## src/rtl/core/l3d_pkg.sv

```systemverilog
// Shared constants, codes and types of the 3D line distance tester.
package l3d_pkg;

   // Default coordinate width and the fixed binary point position.
   localparam int COORD_WIDTH_DEF = 32;
   localparam int FRAC_BITS       = 16;
   localparam int TOL_RESET       = 66;

   // Multiplier slicing: operand chunk width and pipeline latency.
   localparam int MUL_CHUNK = 32;
   localparam int MUL_LAT   = 5;

   // Result status codes.
   localparam logic [1:0] ST_OK        = 2'd0;
   localparam logic [1:0] ST_REF_DEGEN = 2'd1;
   localparam logic [1:0] ST_QRY_DEGEN = 2'd2;

   // Configuration register indexes.
   localparam logic [2:0] REG_A_X = 3'd0;
   localparam logic [2:0] REG_A_Y = 3'd1;
   localparam logic [2:0] REG_A_Z = 3'd2;
   localparam logic [2:0] REG_B_X = 3'd3;
   localparam logic [2:0] REG_B_Y = 3'd4;
   localparam logic [2:0] REG_B_Z = 3'd5;
   localparam logic [2:0] REG_TOL = 3'd6;

   // Item flags in the front half of the pipeline.
   typedef struct packed {
      logic vld;
      logic line;
      logic d_zero;
      logic e_zero;
   } fmeta_type;

   // Item flags once the query has been classified.
   typedef struct packed {
      logic       vld;
      logic       par;
      logic [1:0] status;
   } bmeta_type;

   // Result flags, packed as they leave on the user sideband (in_tol at bit 0).
   typedef struct packed {
      logic [1:0] status;
      logic       par;
      logic       in_tol;
   } rflag_type;

endpackage

```

## src/rtl/core/l3d_mul.sv

```systemverilog
// Pipelined signed multiplier built from 32-bit chunk products.
module l3d_mul import l3d_pkg::*; #(
   parameter int A_WIDTH = 33,
   parameter int B_WIDTH = 33
) (
   input  logic                              clock,
   input  logic                              en,
   input  logic signed [A_WIDTH-1:0]         a,
   input  logic signed [B_WIDTH-1:0]         b,
   output logic signed [A_WIDTH+B_WIDTH-1:0] p
);

   localparam int NA  = (A_WIDTH + MUL_CHUNK - 1) / MUL_CHUNK;
   localparam int NB  = (B_WIDTH + MUL_CHUNK - 1) / MUL_CHUNK;
   localparam int AP  = NA * MUL_CHUNK;
   localparam int BP  = NB * MUL_CHUNK;
   localparam int PW  = A_WIDTH + B_WIDTH;
   localparam int SPW = AP + BP;
   localparam int RWD = MUL_CHUNK + BP;

   logic [A_WIDTH-1:0]       a_abs;
   logic [B_WIDTH-1:0]       b_abs;
   logic [AP-1:0]            a_mag_ff;
   logic [BP-1:0]            b_mag_ff;
   logic                     neg_ff [4];
   logic [2*MUL_CHUNK-1:0]   pp_in [NA][NB];
   logic [2*MUL_CHUNK-1:0]   pp_ff [NA][NB];
   logic [RWD-1:0]           row_in [NA];
   logic [RWD-1:0]           row_ff [NA];
   logic [SPW-1:0]           mag_in;
   logic [SPW-1:0]           mag_ff;
   logic [PW-1:0]            mag_pw;
   logic signed [PW-1:0]     p_ff;

   // Magnitudes of both operands; the product sign travels alongside.
   assign a_abs = a[A_WIDTH-1] ? (~a + 1'b1) : a;
   assign b_abs = b[B_WIDTH-1] ? (~b + 1'b1) : b;

   always_ff @(posedge clock) begin
      if (en) begin
         a_mag_ff  <= AP'(a_abs);
         b_mag_ff  <= BP'(b_abs);
         neg_ff[0] <= a[A_WIDTH-1] ^ b[B_WIDTH-1];
         for (int k = 1; k < 4; k++) neg_ff[k] <= neg_ff[k-1];
      end
   end

   // Chunk by chunk partial products, each one narrow multiplier.
   always_comb begin
      for (int i = 0; i < NA; i++) begin
         for (int j = 0; j < NB; j++) begin
            pp_in[i][j] = a_mag_ff[MUL_CHUNK*i +: MUL_CHUNK] * b_mag_ff[MUL_CHUNK*j +: MUL_CHUNK];
         end
      end
   end

   always_ff @(posedge clock) begin
      if (en) pp_ff <= pp_in;
   end

   // Row sums: the partials of one chunk of a.
   always_comb begin
      for (int i = 0; i < NA; i++) begin
         row_in[i] = '0;
         for (int j = 0; j < NB; j++) begin
            row_in[i] = row_in[i] + (RWD'(pp_ff[i][j]) << (MUL_CHUNK * j));
         end
      end
   end

   always_ff @(posedge clock) begin
      if (en) row_ff <= row_in;
   end

   // Final sum of the shifted rows.
   always_comb begin
      mag_in = '0;
      for (int i = 0; i < NA; i++) begin
         mag_in = mag_in + (SPW'(row_ff[i]) << (MUL_CHUNK * i));
      end
   end

   always_ff @(posedge clock) begin
      if (en) mag_ff <= mag_in;
   end

   // Restore the sign.
   assign mag_pw = mag_ff[PW-1:0];

   always_ff @(posedge clock) begin
      if (en) p_ff <= neg_ff[3] ? $signed(~mag_pw + 1'b1) : $signed(mag_pw);
   end

   assign p = p_ff;

endmodule

```

## config.mk

```make
export PLATFORM = sky130hd
export DESIGN_NAME = l3d_mul
export DESIGN_NICKNAME = d
export VERILOG_FILES = /design/src/rtl/core/l3d_pkg.sv /design/src/rtl/core/l3d_mul.sv
export SDC_FILE = /design/constraint.sdc
export NUM_CORES = 2
export LEC_CHECK = 0
export ABC_AREA = 1
export ABC_CLOCK_PERIOD_IN_PS = 6800
export BUFFER_PORTS_ARGS = -buffer_cell sky130_fd_sc_hd__buf_2
export CAP_MARGIN = 15
export CELL_PAD_IN_SITES_DETAIL_PLACEMENT = 1
export CELL_PAD_IN_SITES_GLOBAL_PLACEMENT = 2
export CORE_ASPECT_RATIO = 0.75
export CORE_MARGIN = 2
export CORE_UTILIZATION = 36
export DETAILED_ROUTE_END_ITERATION = 12
export PLACE_DENSITY_LB_ADDON = 0.05
export SLEW_MARGIN = 10
export SYNTH_ARGS = -nofsm -noshare
export SYNTH_HDL_FRONTEND = slang
export SYNTH_SLANG_ARGS = --single-unit
```

## constraint.sdc

```tcl
create_clock -name clock -period 6.8 [get_ports clock]
set_input_delay 0.68 -clock clock [delete_from_list [all_inputs] [get_ports clock]]
set_output_delay 0.68 -clock clock [all_outputs]
set_load 0.02 [all_outputs]
```

# == Word-level counts from Yosys, hierarchy flattened ==
# Memory sizes are Yosys's and may differ from the RTL's.
# Index checks and enable logic that the tools add are counted.
# word_totals
input_bits,68
ram_bits,4
n_memories,1
latch_bits,0
regBits,430
rom_bits,0
# mem_list
memory,depth,width,rd,rd_ports_with_merged_regs,wr,line_no,source
neg_ff,4,1,4,0,4,l3d_mul.sv:25,logic neg_ff [4];
# classes
n_reduce_logical,0
mux,5
n_addsub,6
n_div,0
bitwise_logic,4
mul,4
eq_ne,0
shift,0
order_cmp,0
# ops
operator,count
33-bit by 1-bit adder with 33-bit output (second input constant),2
64-bit by 65-bit adder with 66-bit output,1
66-bit by 1-bit adder with 66-bit output (second input constant),1
66-bit adder,1
66-bit 2-to-1 mux,1
33-bit inverter,2
66-bit inverter,1
32-bit by 32-bit multiplier with 64-bit output,1
32-bit 2-to-1 mux,2
33-bit by 34-bit adder with 34-bit output,1
1-bit by 32-bit multiplier with 33-bit output,1
32-bit by 1-bit multiplier with 33-bit output,1
1-bit by 1-bit multiplier with 2-bit output,1
1-bit 2-to-1 mux,2
1-bit bitwise XOR,1

# == Logic depth before layout (Yosys ltp) ==
# depth
word_depth,3
mapped_depth,31
ltp_nobuf,29

# == Least setup slack after synthesis ==
# Ideal clock, no wire load.
# synth_path
path_type,flip-flop to flip-flop
start,reg a_mag_ff[30]
end,"reg pp_ff[252] (netlist name), data pin"
arrival_ns,6.132
t_required_ns,6.548
synth_period_minus_slack_ns,6.384
path_stages_with_launch,28
setup_slack_ns,0.416
setup_time_ns,0.252
path_cell_list,edfxtp_1 > clkbuf_1 > clkbuf_1 > nand2_1 > fa_1 > inv_1 > fa_1 > fa_1 > inv_1 > fa_1 > inv_1 > fa_1 > fa_1 > fa_1 > inv_1 > fa_1 > inv_1 > ha_1 > nand2_1 > inv_1 > a21oi_1 > nand2_1 > nand2_1 > nand2_1 > a21oi_1 > nand2_1 > nand2_1 > nand2_1
# synth_lines
item,line_no,source
from (decl),l3d_mul.sv:23,logic [AP-1:0] a_mag_ff;
from (signal assigned),l3d_mul.sv:41,a_mag_ff <= AP'(a_abs);
to (signal assigned),l3d_mul.sv:58,if (en) pp_ff <= pp_in;
to (decl),l3d_mul.sv:27,logic [2*MUL_CHUNK-1:0] pp_ff [NA][NB];

==> out/qor.csv <==
metric;value;unit
GRT overflow;0;
io pins;134;
GPL Wtd Cong;0.889;
Die W;468;µm
final net count;8805;
Avg Inst Size Synth;8.04;µm²
Die ar.;0.165;mm²
CTS Buf Count;51;
clock tree buffer depth;3;
class of the worst hold path;primary input to flop;
synth top area cells;fa_1, edfxtp_1, nand2_1;
dpl ws;-0.297;ns
aggregate global-route resource usage;25.2;%
Total Wirelength;207000;µm
period utilization;99.8;%
post-synth top area cell;fa_1;
Crit path largest cell delay;0.62;ns
Vias;45800;
largest net degree at the start of global routing;109;
remaining antenna violation count;0;
DP HPWL;171000;µm
WL/cell;21.4;µm
status;complete, no violations;
DRT iter0 DRCs;2713;
DRC viols;0;
TritonCTS clock tree;built;
initial core utilization;36.3;%
global-route wire length before repair;313000;µm
Mapped Area;0.0582;mm²
max_slew headroom;34.7;%
most frequent cells in the layout;nand2_1, inv_1, fa_1;
Clock Sinks;429;
# setup viols final;0;
cells after synthesis;7233;
ratio of cells with drive above 1 in the final layout;12.9;%
Post-CTS Hold Buffers;0;
Setup Crit Path Kind;flop to flop;
worst-path maximum fanout;8;
initial antenna violation count;4;
Core Footprint;0.160;mm²
fin crit period;6.79;ns
vias in the first global route;49800;
setup ws final;0.0126;ns
Root Buffer;clkbuf_16;
Die H;352;µm
Worst Path Arrival;7.20;ns
Post-synth EDFFs;429;
yosys synthesis warning count;0;
most frequent CP cell;fa_1;
sequential area share after synthesis;22.2;%
Cell variety after synth;45;
FMAX;147;MHz
clock latency on the worst-skew pair;0.69;ns
ys flop type;edfxtp_1;
skew final;0.0439;ns
CP required;7.21;ns
Startpoint Class;flop;
Crit-path slowest cell;fa_1;
site row count;127;
IO buf count;133;
Slew @ Worst Pin;0.979;ns
Worst Reg-to-Reg Cells;25;
RSZ-0062 raised after global routing;true;
Syn Nets;8530;
H-tree levels;2;
pins over their slew limit;0;
First-pass DRT Iterations;5;
hold depth;1;
Vias/cell;4.73;
Synth-to-Final Area Change;15.9;%
Yosys top cell area share;30.9;%
number of max-cap violations;0;
Worst-path clk slew;0.07;ns
commonest non-fill, non-tap cell in the layout;nand2_1;
endpoint type of the worst setup path;flop;
asr flop ratio synth;0;%
Fin. Hold Viols;0;
Yosys reg bits;429;
[cell usage after synthesis (3+ instances only)]
master / count
a21o_1: 5
nand3b_1: 11
nand2_2: 13
o21ai_1: 11
buf_2: 6
clkbuf_1: 273
nor4_1: 12
nor2_2: 31
xor2_1: 147
o21a_1: 9
nand3_1: 173
nand4_1: 49
inv_1: 2005
nand2_1: 2142
o21ai_2: 5
inv_2: 15
nor3_1: 29
a21oi_1: 138
a31oi_1: 3
nor2_4: 13
edfxtp_1: 429
or2_1: 3
nor2_1: 313
fa_1: 898
ha_1: 331
xnor2_1: 22
o21ai_0: 86
nand3_2: 9
nor3_2: 14
o21bai_1: 17
[cells by family (layout without fill, tap and decap cells)]
family | count (synthesis) | in the layout | synth area share, %
simple gates | 2823 | 2823 | 19.7
buf+inv | 2302 | 2618 | 14.9
fa+ha+maj | 1229 | 1229 | 38.0
flops | 429 | 429 | 22.2
compound gates | 280 | 280 | 2.64
xor+xnor | 170 | 170 | 2.57
other cells | 0 | 3 | 0
[timing repair]
item,CTS,global route
gates cloned,0,7
pin swaps,11,27
endpoints found under the setup margin,34,47
gates resized for setup,94,265
setup buffers,6,18
endpoints found under the hold margin,0,0
[per-stage QoR]
| stage | setup TNS [ns] | util [%] | instance area, µm² | hold WS [ns] | instances |
|---|---|---|---|---|---|
| final | 0 | 42.1 | 67400 | 0.208 | 9680 |
| after global routing | -3.73 | 42.1 | 67400 | 0.182 | 9680 |
| after CTS | -0.143 | 41.3 | 66100 | 0.165 | 9652 |
| after detailed placement | -3.32 | 39.9 | 63900 | 0.405 | 9552 |
| after global placement | -3.18 | 39.9 | 63900 | 0.402 | 9552 |
| after floorplan | 0 | - | 58200 | 0.400 | 7233 |
[cell type report]
| class | count | area (µm²) |
|---|---|---|
| inverter | 2022 | 7590 |
| tap | 2128 | 2660 |
| clock inverter | 38 | 422 |
| sequential | 429 | 12900 |
| antenna | 3 | 7.51 |
| fill | 19200 | 92800 |
| multi-input combinational | 4502 | 37900 |
| timing repair buffer | 502 | 4600 |
| clock buffer | 56 | 1290 |
[per-layer routing]
metal  global-route usage [%]  up-vias  wire [µm]
li1                         -    21500          -
met1                     38.4    23300     104000
met2                     38.6      865      89200
met3                     3.43      159      10400
met4                     3.97        0       3440
met5                        0        -          0
[registers in the layout, indices dropped and copies added (netlist names)]
| register | count |
|---|---|
| neg_ff | 4 |
| mag_ff | 66 |
| p | 66 |
| b_mag_ff | 33 |
| row_ff | 98 |
| pp_ff | 129 |
| a_mag_ff | 33 |
[worst paths after layout]
path	start	end	slack [ns]
worst min-delay path	a[0]	a_mag_ff[0]	0.21
worst min register to register	pp_ff[69]	row_ff[5]	0.40
worst max-delay path	b_mag_ff[11]	pp_ff[241]	0.01
worst max register to register	b_mag_ff[11]	pp_ff[241]	0.01
[worst max-delay path: cells and delay by family (launching register included)]
family	cells	cell delay, ns
AOI/OAI and AO/OA	1	0.14
adders and majority gates	9	4.37
buffers and inverters	7	0.80
DFF	1	0.45
and+or+nand+nor	8	0.75
Power is left out: the tool's default activity adds up to more than one toggle a clock period on the data nets, which glitch-free logic cannot reach.
